[src/hdl/eai_pkg.sv]
// Shared constants and types for the eased angle interpolator.
package eai_pkg;

    // Field widths and fixed-point format.
    localparam int ANGLE_BITS = 16;
    localparam int COUNT_BITS = 16;
    localparam int FRAC_BITS  = 16;

    // Derived widths of the datapath.
    localparam int PT_BITS   = ANGLE_BITS + 1;          // endpoint with one extra turn
    localparam int T_BITS    = FRAC_BITS + 1;           // t and s, range 0..one
    localparam int NUM_BITS  = COUNT_BITS + FRAC_BITS;  // dividend count << FRAC_BITS
    localparam int STEP_BITS = $clog2(NUM_BITS);
    localparam int MA_BITS   = 2 * T_BITS;              // multiplier operand A
    localparam int MB_BITS   = FRAC_BITS + 2;           // multiplier operand B
    localparam int P_BITS    = MA_BITS + MB_BITS;       // product
    localparam int ACC_BITS  = PT_BITS + T_BITS;        // mix accumulator

    // Configuration register indexes.
    localparam int CFG_IDX_BITS = 2;
    localparam logic [CFG_IDX_BITS-1:0] CFG_DURATION = 2'd0;
    localparam logic [CFG_IDX_BITS-1:0] CFG_TARGET   = 2'd1;
    localparam logic [CFG_IDX_BITS-1:0] CFG_AXIS     = 2'd2;

    // Item function codes.
    localparam logic FUNC_START = 1'b0;
    localparam logic FUNC_TICK  = 1'b1;

    // Sequencer states.
    typedef enum logic [2:0] {
        ST_IDLE,
        ST_DIV,
        ST_MUL_TT,
        ST_MUL_S,
        ST_MUL_MA,
        ST_MUL_MB,
        ST_MIX,
        ST_DONE
    } t_state;

endpackage

[src/hdl/eased_angle_interpolator_top.sv]
// Eased angle interpolator: sequencer around a serial divider and one shared multiplier.
//
// Usage: configuration registers (duration, target_angle, axis) are written through the
// i_cfg_valid / o_cfg_ready port, which is always ready; write them only while idle.
// Items enter on i_valid when o_stall is low. A start item (func 0) captures the current
// angle and picks the shorter way round to the target; a tick item (func 1) advances the
// frame counter. Every item gives exactly one result on o_valid, taken when i_stall is low.
//
// Sequence: a start item, a tick before any start, and a tick past the duration go straight
// from acceptance to the done state. A tick that computes an angle runs the restoring divider
// for t (one quotient bit per cycle), then four passes through the shared multiplier (t*t,
// times 3-2t, and the two mix terms) and one accumulate.
// The block takes one item at a time; o_stall is high from acceptance until the result is
// moved into the output register. A result waiting in the output register does not block
// the next item; only the move of a new result waits for the output register to drain.
// When the receiver stalls, the output payload holds steady.
// Reset (synchronous, active low) clears the registers, the counter and the started flag,
// and empties the output register.
module eased_angle_interpolator_top (
    input  logic                          i_clk,
    input  logic                          i_rst_n,
    // Input item channel.
    input  logic                          i_valid,
    output logic                          o_stall,
    input  logic                          i_func,
    input  logic [eai_pkg::ANGLE_BITS-1:0] i_current_angle,
    // Result item channel.
    output logic                          o_valid,
    input  logic                          i_stall,
    output logic [eai_pkg::ANGLE_BITS-1:0] o_angle,
    output logic                          o_angle_valid,
    output logic                          o_finished,
    output logic                          o_axis_out,
    // Configuration write channel.
    input  logic                          i_cfg_valid,
    output logic                          o_cfg_ready,
    input  logic [eai_pkg::CFG_IDX_BITS-1:0] i_cfg_index,
    input  logic [eai_pkg::COUNT_BITS-1:0] i_cfg_data
);
    import eai_pkg::*;

    localparam logic [PT_BITS-1:0]  FULL_TURN = PT_BITS'(1) << ANGLE_BITS;
    localparam logic [ANGLE_BITS-1:0] HALF_TURN = ANGLE_BITS'(1) << (ANGLE_BITS - 1);
    localparam logic [T_BITS-1:0]   FRAC_ONE  = T_BITS'(1) << FRAC_BITS;
    localparam logic [MB_BITS-1:0]  THREE_ONE = MB_BITS'(3) << FRAC_BITS;
    localparam logic [STEP_BITS-1:0] LAST_STEP = STEP_BITS'(NUM_BITS - 1);

    // Registers.
    t_state                  r_state, n_state;
    logic [COUNT_BITS-1:0]   r_duration;
    logic [ANGLE_BITS-1:0]   r_target;
    logic                    r_axis;
    logic [PT_BITS-1:0]      r_start, n_start;
    logic [PT_BITS-1:0]      r_end, n_end;
    logic [COUNT_BITS-1:0]   r_count, n_count;
    logic                    r_started, n_started;
    logic [NUM_BITS-1:0]     r_num, n_num;
    logic [COUNT_BITS-1:0]   r_rem, n_rem;
    logic [T_BITS-1:0]       r_quo, n_quo;
    logic [STEP_BITS-1:0]    r_step, n_step;
    logic [P_BITS-1:0]       r_prod, n_prod;
    logic [T_BITS-1:0]       r_s, n_s;
    logic [ACC_BITS-1:0]     r_acc, n_acc;
    logic [ANGLE_BITS-1:0]   r_res_angle, n_res_angle;
    logic                    r_res_avalid, n_res_avalid;
    logic                    r_res_fin, n_res_fin;
    logic                    r_out_valid, n_out_valid;
    logic [ANGLE_BITS-1:0]   r_out_angle, n_out_angle;
    logic                    r_out_avalid, n_out_avalid;
    logic                    r_out_fin, n_out_fin;
    logic                    r_out_axis, n_out_axis;

    // Combinational helpers.
    logic                    in_take;
    logic                    out_free;
    logic [COUNT_BITS:0]     trial;
    logic                    trial_ge;
    logic [COUNT_BITS-1:0]   tick_cnt;
    logic [ANGLE_BITS-1:0]   gap_up, gap_down;
    logic [MA_BITS-1:0]      mul_a;
    logic [MB_BITS-1:0]      mul_b;
    logic [P_BITS-1:0]       mul_p;
    logic [ACC_BITS-1:0]     mix_sum;

    assign o_stall     = (r_state != ST_IDLE);
    assign o_cfg_ready = 1'b1;
    assign in_take     = i_valid && (r_state == ST_IDLE);
    assign out_free    = !r_out_valid || !i_stall;

    assign o_valid       = r_out_valid;
    assign o_angle       = r_out_angle;
    assign o_angle_valid = r_out_avalid;
    assign o_finished    = r_out_fin;
    assign o_axis_out    = r_out_axis;

    // One restoring divider step: shift in the next dividend bit and try the subtract.
    assign trial    = {r_rem, r_num[NUM_BITS-1]};
    assign trial_ge = (trial >= {1'b0, r_duration});

    // Saturating tick counter value and the two endpoint gaps.
    assign tick_cnt = (r_count != {COUNT_BITS{1'b1}}) ? r_count + COUNT_BITS'(1) : r_count;
    assign gap_up   = r_target - i_current_angle;
    assign gap_down = i_current_angle - r_target;

    // Shared multiplier operand selection.
    always_comb begin
        mul_a = '0;
        mul_b = '0;
        unique case (r_state)
            ST_MUL_TT: begin
                mul_a = MA_BITS'(r_quo);
                mul_b = MB_BITS'(r_quo);
            end
            ST_MUL_S: begin
                mul_a = r_prod[MA_BITS-1:0];
                mul_b = THREE_ONE - {r_quo, 1'b0};
            end
            ST_MUL_MA: begin
                mul_a = MA_BITS'(r_start);
                mul_b = MB_BITS'(FRAC_ONE - r_prod[2*FRAC_BITS +: T_BITS]);
            end
            ST_MUL_MB: begin
                mul_a = MA_BITS'(r_end);
                mul_b = MB_BITS'(r_s);
            end
            default: begin
                mul_a = '0;
                mul_b = '0;
            end
        endcase
    end

    assign mul_p   = P_BITS'(mul_a) * P_BITS'(mul_b);
    assign mix_sum = r_acc + r_prod[ACC_BITS-1:0];

    // Configuration registers.
    always_ff @(posedge i_clk) begin
        if (!i_rst_n) begin
            r_duration <= '0;
            r_target   <= '0;
            r_axis     <= 1'b0;
        end else if (i_cfg_valid && o_cfg_ready) begin
            unique case (i_cfg_index)
                CFG_DURATION: r_duration <= i_cfg_data;
                CFG_TARGET:   r_target   <= i_cfg_data[ANGLE_BITS-1:0];
                CFG_AXIS:     r_axis     <= i_cfg_data[0];
                default:      ;
            endcase
        end
    end

    // State and control registers.
    always_ff @(posedge i_clk) begin
        if (!i_rst_n) begin
            r_state     <= ST_IDLE;
            r_start     <= '0;
            r_end       <= '0;
            r_count     <= '0;
            r_started   <= 1'b0;
            r_out_valid <= 1'b0;
        end else begin
            r_state     <= n_state;
            r_start     <= n_start;
            r_end       <= n_end;
            r_count     <= n_count;
            r_started   <= n_started;
            r_out_valid <= n_out_valid;
        end
    end

    // Datapath and payload registers.
    always_ff @(posedge i_clk) begin
        r_num        <= n_num;
        r_rem        <= n_rem;
        r_quo        <= n_quo;
        r_step       <= n_step;
        r_prod       <= n_prod;
        r_s          <= n_s;
        r_acc        <= n_acc;
        r_res_angle  <= n_res_angle;
        r_res_avalid <= n_res_avalid;
        r_res_fin    <= n_res_fin;
        r_out_angle  <= n_out_angle;
        r_out_avalid <= n_out_avalid;
        r_out_fin    <= n_out_fin;
        r_out_axis   <= n_out_axis;
    end

    // Sequencer: next state and datapath control.
    always_comb begin
        n_state      = r_state;
        n_start      = r_start;
        n_end        = r_end;
        n_count      = r_count;
        n_started    = r_started;
        n_num        = r_num;
        n_rem        = r_rem;
        n_quo        = r_quo;
        n_step       = r_step;
        n_prod       = r_prod;
        n_s          = r_s;
        n_acc        = r_acc;
        n_res_angle  = r_res_angle;
        n_res_avalid = r_res_avalid;
        n_res_fin    = r_res_fin;
        n_out_angle  = r_out_angle;
        n_out_avalid = r_out_avalid;
        n_out_fin    = r_out_fin;
        n_out_axis   = r_out_axis;
        n_out_valid  = r_out_valid && i_stall;

        unique case (r_state)
            ST_IDLE: begin
                if (in_take) begin
                    n_res_angle  = '0;
                    n_res_avalid = 1'b0;
                    n_res_fin    = 1'b0;
                    n_state      = ST_DONE;
                    if (i_func == FUNC_START) begin
                        // Add a full turn to the smaller endpoint if the gap is over half.
                        n_start   = PT_BITS'(i_current_angle);
                        n_end     = PT_BITS'(r_target);
                        if (i_current_angle < r_target && gap_up > HALF_TURN) begin
                            n_start = PT_BITS'(i_current_angle) + FULL_TURN;
                        end else if (r_target < i_current_angle && gap_down > HALF_TURN) begin
                            n_end = PT_BITS'(r_target) + FULL_TURN;
                        end
                        n_count   = '0;
                        n_started = 1'b1;
                    end else if (r_started) begin
                        n_count   = tick_cnt;
                        n_res_fin = (tick_cnt >= r_duration);
                        if (tick_cnt <= r_duration) begin
                            n_res_avalid = 1'b1;
                            n_num        = {tick_cnt, FRAC_BITS'(0)};
                            n_rem        = '0;
                            n_quo        = '0;
                            n_step       = '0;
                            n_state      = ST_DIV;
                        end
                    end
                end
            end
            ST_DIV: begin
                // One quotient bit per cycle.
                n_num = {r_num[NUM_BITS-2:0], 1'b0};
                n_quo = {r_quo[T_BITS-2:0], trial_ge};
                n_rem = trial_ge ? COUNT_BITS'(trial - {1'b0, r_duration})
                                 : trial[COUNT_BITS-1:0];
                n_step = r_step + STEP_BITS'(1);
                if (r_step == LAST_STEP) begin
                    n_state = ST_MUL_TT;
                end
            end
            ST_MUL_TT: begin
                n_prod  = mul_p;
                n_state = ST_MUL_S;
            end
            ST_MUL_S: begin
                n_prod  = mul_p;
                n_state = ST_MUL_MA;
            end
            ST_MUL_MA: begin
                // Keep s for the second mix term.
                n_s     = r_prod[2*FRAC_BITS +: T_BITS];
                n_prod  = mul_p;
                n_state = ST_MUL_MB;
            end
            ST_MUL_MB: begin
                n_acc   = r_prod[ACC_BITS-1:0];
                n_prod  = mul_p;
                n_state = ST_MIX;
            end
            ST_MIX: begin
                n_res_angle = mix_sum[FRAC_BITS +: ANGLE_BITS];
                n_state     = ST_DONE;
            end
            ST_DONE: begin
                // Move the result into the output register once it is free.
                if (out_free) begin
                    n_out_valid  = 1'b1;
                    n_out_angle  = r_res_angle;
                    n_out_avalid = r_res_avalid;
                    n_out_fin    = r_res_fin;
                    n_out_axis   = r_axis;
                    n_state      = ST_IDLE;
                end
            end
            default: begin
                n_state = ST_IDLE;
            end
        endcase
    end

endmodule
[config.mk]
export PLATFORM = sky130hd
export DESIGN_NAME = eased_angle_interpolator_top
export DESIGN_NICKNAME = d
export VERILOG_FILES = /design/src/hdl/eai_pkg.sv /design/src/hdl/eased_angle_interpolator_top.sv
export SDC_FILE = /design/constraint.sdc
export NUM_CORES = 2
export LEC_CHECK = 0
export BUFFER_PORTS_ARGS = -buffer_cell sky130_fd_sc_hd__clkbuf_2
export CAP_MARGIN = 20
export CORE_MARGIN = 2
export CORE_UTILIZATION = 30
export DETAILED_ROUTE_END_ITERATION = 8
export PLACE_DENSITY = 0.46
export SETUP_SLACK_MARGIN = 0.2
export SLEW_MARGIN = 30
export SYNTH_ARGS = -nofsm -noshare
export SYNTH_HDL_FRONTEND = slang
export SYNTH_SLANG_ARGS = --single-unit
[constraint.sdc]
create_clock -name i_clk -period 11.2 [get_ports i_clk]
set_input_delay 0.56 -clock i_clk [delete_from_list [all_inputs] [get_ports i_clk]]
set_output_delay 0.56 -clock i_clk [all_outputs]
set_load 0.02 [all_outputs]
# Word-level counts from Yosys, hierarchy flattened

Index checks and enable logic that the tools add are counted.

Bits in registers: 293
Bits of input ports: 40
Word-level logic and storage cells: 125

Bitwise logic cells: 1
Magnitude comparators: 7
$mul: 1
Mux-type cells: 41
Reductions and logical operators: 24
$add $sub $neg: 10
Equal/unequal tests: 18

Operators with widths:

| operator                                            | count |
|---|---|
| 2-to-1 mux 16 bit                                   | 9 |
| case mux 34 bit (4 select lines)                    | 1 |
| 2-to-1 mux 32 bit                                   | 4 |
| 2-to-1 mux 17 bit                                   | 7 |
| case mux 18 bit (4 select lines)                    | 1 |
| case mux 16 bit (2 select lines)                    | 2 |
| case mux 32 bit (2 select lines)                    | 1 |
| multiplier 34 x 18 -> 49 bit                        | 1 |
| subtractor 16 bit                                   | 3 |
| adder 16 x 17 -> 17 bit (second input constant)     | 2 |
| case mux 17 bit (2 select lines)                    | 1 |
| adder 32 bit                                        | 1 |
| > comparator 16 bit (second input constant)         | 2 |
| less-than comparator 16 bit                         | 2 |
| case mux 3 bit (8 select lines)                     | 1 |
| 2-to-1 mux 5 bit                                    | 4 |
| 2-to-1 mux 3 bit                                    | 6 |
| subtractor 17 x 17 -> 18 bit (first input constant) | 1 |
| subtractor 18 bit (first input constant)            | 1 |
| >= comparator 17 x 16 -> 1 bit                      | 1 |
| adder 16 x 1 -> 16 bit (second input constant)      | 1 |
| >= comparator 16 bit                                | 1 |
| less-or-equal comparator 16 bit                     | 1 |
| inequality test 16 bit (second input constant)      | 1 |
| 23 further kinds                                    | 47 |

# Logic depth before layout (Yosys ltp)

Depth in word-level cells: 8
Mapped depth: 32
Depth with buffers taken out: 30

# Least setup slack after synthesis

Ideal clock, no wire load.

Path type: register to register
Start: register r_state[1]
End: register r_prod[31], data pin
Buffers on the path: 3
Stages on the path, launching flop included: 28
Clock period less this slack: 8.363 ns
Required time: 10.942 ns
Arrival: 8.105 ns
Path slack: 2.837 ns
Path through: dfxtp_1 > inv_1 > ha_1 > and2_1 > clkbuf_1 > clkbuf_1 > a22oi_1 > nand3_1 > clkbuf_1 > nand2_1 > fa_1 > inv_1 > fa_1 > fa_1 > fa_1 > fa_1 > inv_1 > fa_1 > inv_1 > ha_1 > a211oi_1 > o21ai_0 > a2111oi_2 > a21oi_1 > a21o_1 > a221o_1 > a21oi_1 > xnor2_1

Cells in the longest elaborated chain, start to end: 3
Elaborated cells on any way between the ends: 7

Ends and longest elaborated chain:

| element                                                                                     | RTL line                            | RTL |
|---|---|---|
| start: declaration                                                                          | eased_angle_interpolator_top.sv:49  | `t_state r_state, n_state;` |
| start signal: assignment                                                                    | eased_angle_interpolator_top.sv:162 | `r_state <= n_state;` |
| == test 3 bit / == test 3 x 2 -> 1 bit (equally long branches)                              | eased_angle_interpolator_top.sv:109 | `unique case (r_state)` |
| case mux 34 bit (4 select lines) / case mux 18 bit (4 select lines) (equally long branches) | eased_angle_interpolator_top.sv:109 |  |
| multiplier 34 x 18 -> 49 bit (*)                                                            | eased_angle_interpolator_top.sv:133 | `assign mul_p = P_BITS'(mul_a) * P_BITS'(mul_b);` |
| via mul_p[31]                                                                               | eased_angle_interpolator_top.sv:82  | `logic [P_BITS-1:0] mul_p;` |
| end signal: assignment                                                                      | eased_angle_interpolator_top.sv:177 | `r_prod <= n_prod;` |
| end: declaration                                                                            | eased_angle_interpolator_top.sv:61  | `logic [P_BITS-1:0] r_prod, n_prod;` |

Mark *: on every way through the listed nets, which the timed path passes. The rest lies on a longest branch.
A chain may end at the register's enable or synchronous reset.

# Worst setup path in the final report

Start: register r_quo[0]
End: register r_prod[47], data pin

Cells in the longest elaborated chain, start to end: 3
Elaborated cells on any way between the ends: 4

Ends and longest elaborated chain:

| element                          | RTL line                            | RTL |
|---|---|---|
| start: declaration               | eased_angle_interpolator_top.sv:59  | `logic [T_BITS-1:0] r_quo, n_quo;` |
| start signal: assignment         | eased_angle_interpolator_top.sv:175 | `r_quo <= n_quo;` |
| subtractor 18 bit                | eased_angle_interpolator_top.sv:116 | `mul_b = THREE_ONE - {r_quo, 1'b0};` |
| case mux 18 bit (4 select lines) | eased_angle_interpolator_top.sv:109 |  |
| multiplier 34 x 18 -> 49 bit (*) | eased_angle_interpolator_top.sv:133 |  |
| via mul_p[47]                    | eased_angle_interpolator_top.sv:82  |  |

Marked as above.

==> impl_metrics.toml <==
[sta]
setup_viol = 0
holdWs_ps = 228.7
finalClockSkew_ps = 44.22
fin_crit_ps = 9529
rsz0062_at_grt = "no"
worst_slew_pin_slew_ps = 995.5
fin_crit_sh_pct = 85.08
finalHoldViolCount = 0
finalSetupTns_ps = 0
maxSlewViolCount = 0
max_freq_mhz = 104.9
slew_headroom_pct = 33.27

[clock_tree]
clk_pin_slew_ps = 60
clkLatencyLatePin_ps = 580
cts_made_buffers = 35
clock-root-buffer = "clkbuf_16"
cts_tree = "done"
cts_resized = 0
cts_setup_buffers = 0
cts_hold_buf = 0
cts.sinks = 277
cts_max_level = 2
clock_path_buffers = 3

[yosys]
synth_area_leaders = "fa_1 (30%), edfxtp_1 (17%), inv_1 (8.0%)"
ys_async_sr_fraction_pct = 0
avgSynthCellArea_um2 = 8.885
synth_most_common_cell = "inv_1"
synth_edf_count = 189
ys_seq_elements = 277
ys_warn_count = 0
yosysTopAreaCellShare_pct = 30.11
syn-cell-area_um2 = 34040
synth-main-ff-cell = "edfxtp_1"
synth_largest_area_cell = "fa_1"
seq_area_frac_synth_pct = 21.85
synthDistinctLibCells = 88
synthTopCellsByCount = "inv_1 (722), nand2_1 (650), fa_1 (512)"
synth_nets = 4595
postSynthCellCount = 3831

[hold_path]
min_path_type = "input pin to flip-flop"

[floorplan]
die_w_um = 340.8
die-area_um2 = 116200
rows = 123
design.portCount = 62
die_h_um = 340.8
initial_core_util_pct = 30.26
coreArea_um2 = 112500

[power_and_ir_drop]
p_int_w = 0.003839
power_frac_comb_pct = 60.8
ir_drop_uv = 126.5
p_total_w = 0.007878
clock_power_share_pct = 15.8
leakage_nw = 17.19
p_sw_w = 0.004040
p_seq_share_pct = 23.3
power_density_nw_per_um2 = 210.3
switching_share_pct = 51.28

[global_routing]
grt-ovfl-total = 0
grt_pass1_vias = 26980
grt_pass1_wl_um = 169200
grt_antenna_before_repair = 2
grt_util_all_layers_pct = 19.00
grt_max_degree = 51

[setup_path]
path_max_fanout = 17
required_ps = 11510
criticalPathCategory = "flip-flop to flip-flop"
worstSetupEndpointType = "flip-flop"
start_kind = "flip-flop"
worstPathArrival_ps = 9840

[routing]
wire_per_inst_um = 20.41
viasPerCell = 4.905
first_pass_iters = 6
drt-total-wl_um = 109300
drc_errors = 0
vias = 26260
initialDrtViolationCount = 1859
detail-route-antenna-nets = 0

[place]
dp_hpwl_um = 86920
placed_cells = 5290
gp_congestion = 0.9249
io_buffers = 60

[layout]
areaGrowthSynthToFinish_pct = 10.06
num_antenna_cells = 0
final_layout_size_suffix_gt1_share_pct = 6.461
final_cells = 5354
nNetsFinal = 4591
fillers = 11770

[status]
status = "finished, final reports clean"

[flow_run]
max_cap_violations = 0
[layer usage]
layer	part of all wire, %	track usage, %	vias to the layer above
li1	-	-	12200
met1	45	26.15	13320
met2	48	31.94	626
met3	5.2	2.535	113
met4	2.0	3.845	0
met5	0	0	-
[per-stage QoR]
| stage | worst slack [ps] | area [um2] | util, % |
|---|---|---|---|
| 3_5_place_dp | 1835 | 36220 | 32.19 |
| 4_1_cts | 1796 | 37460 | 33.30 |
| 5_1_grt | 1007 | 37460 | 33.30 |
| 3_3_place_gp | 1955 | 36200 | 32.18 |
| 6_report | 1671 | 37460 | 33.30 |
| 2_1_floorplan | 2837 | 34040 | - |
[power groups by stage]
stage	Clock, W	Combinational (W)	Sequential [W]
2_1_floorplan	0	0.00321	0.00167
3_3_place_gp	0	0.00475	0.00186
3_5_place_dp	0	0.00479	0.00186
4_1_cts	0.00129	0.00481	0.00184
5_1_grt	0.00132	0.00535	0.00186
6_report	0.00125	0.00479	0.00184
[cell usage in the layout (no fill, tap or decap), types with 11 or more instances in the layout]
master	synthesis	layout
or3_1	18	17
and2_1	67	67
clkbuf_16	0	35
a31oi_1	19	19
edfxtp_1	189	189
nand2b_1	18	17
clkbuf_2	0	60
o211ai_1	11	11
xor2_1	36	36
nor4_1	11	11
dfxtp_1	88	88
nor3_1	49	48
a211oi_1	14	14
o21ai_0	60	60
nand4_1	16	16
a21o_1	43	43
nor2_1	291	289
fa_1	512	512
a221oi_1	25	24
inv_1	722	720
nand2_1	650	650
a22oi_1	17	17
nand3_1	51	50
a221o_1	26	24
a21oi_1	178	177
and3_1	21	21
xnor2_1	67	67
o21a_1	23	23
buf_4	2	82
nor2b_1	22	19
a22o_1	23	23
ha_1	212	212
[worst paths after layout]
check | from | cells after the start | slack [ps] | to
worst max-delay path | r_quo[0]$_SDFFCE_PN0P_ | 27 | 1670 | r_prod[47]$_DFFE_PN_
worst min-delay path | i_cfg_data[15] | 3 | 230 | r_target[15]$_SDFFE_PN0P_
worst max register to register | r_quo[0]$_SDFFCE_PN0P_ | 27 | 1670 | r_prod[47]$_DFFE_PN_
worst min register to register | r_res_angle[4]$_SDFFCE_PN0P_ | 0 | 400 | o_angle[4]$_DFFE_PP_
[critical path: stages, from the launching register on]
cell and delay [ps]:
edfxtp_1 440, inv_1 110, ha_1 160, nor2b_1 450, nand2_1 280, nor3_1 230
xnor2_1 90, a222oi_1 650, nand2_1 730, nand2_1 310, fa_1 410, inv_1 80
fa_1 440, fa_1 570, fa_1 430, fa_1 490, inv_1 50, fa_1 470
inv_1 40, ha_1 350, a211oi_1 280, o21ai_0 210, a2111oi_2 740, a211oi_1 290
o21ai_2 400, o21ai_1 170, a221oi_2 270, xnor2_1 90
[flip-flops by register name (all words and copies together) (netlist names), 3 cells and up]
signal       flops
r_quo           17
r_end           17
r_state          3
r_s             17
r_duration      16
r_rem           16
o_angle         16
r_target        16
r_num           16
r_start         17
r_prod          49
r_count         16
r_acc           32
r_step           5
r_res_angle     16
[cell families (layout without fill, tap and decap cells)]
family          Yosys count  count (layout)  share of synthesized area, %
simple gates           1261            1261                         16.16
buf+inv                 906             929                         10.02
fa+ha+maj               724             724                         37.90
compound gates          548             548                         11.04
flops                   277             277                         21.85
xor+xnor                104             104                         2.716
mux                      10              10                        0.2977
other cells               1               1                       0.01102
[final cells by class]
type | instances | area, um2 | share of cell area [%]
inverters | 722 | 2710 | 7.234
clock buffers | 44 | 939.7 | 2.508
multi-input cells | 2648 | 23280 | 62.13
flip-flops and latches | 277 | 7437 | 19.85
clock inverters | 20 | 301.5 | 0.8049
well taps | 1500 | 1877 | 5.010
repair buffers | 143 | 920.9 | 2.458
Power figures use the tool's default switching activity.
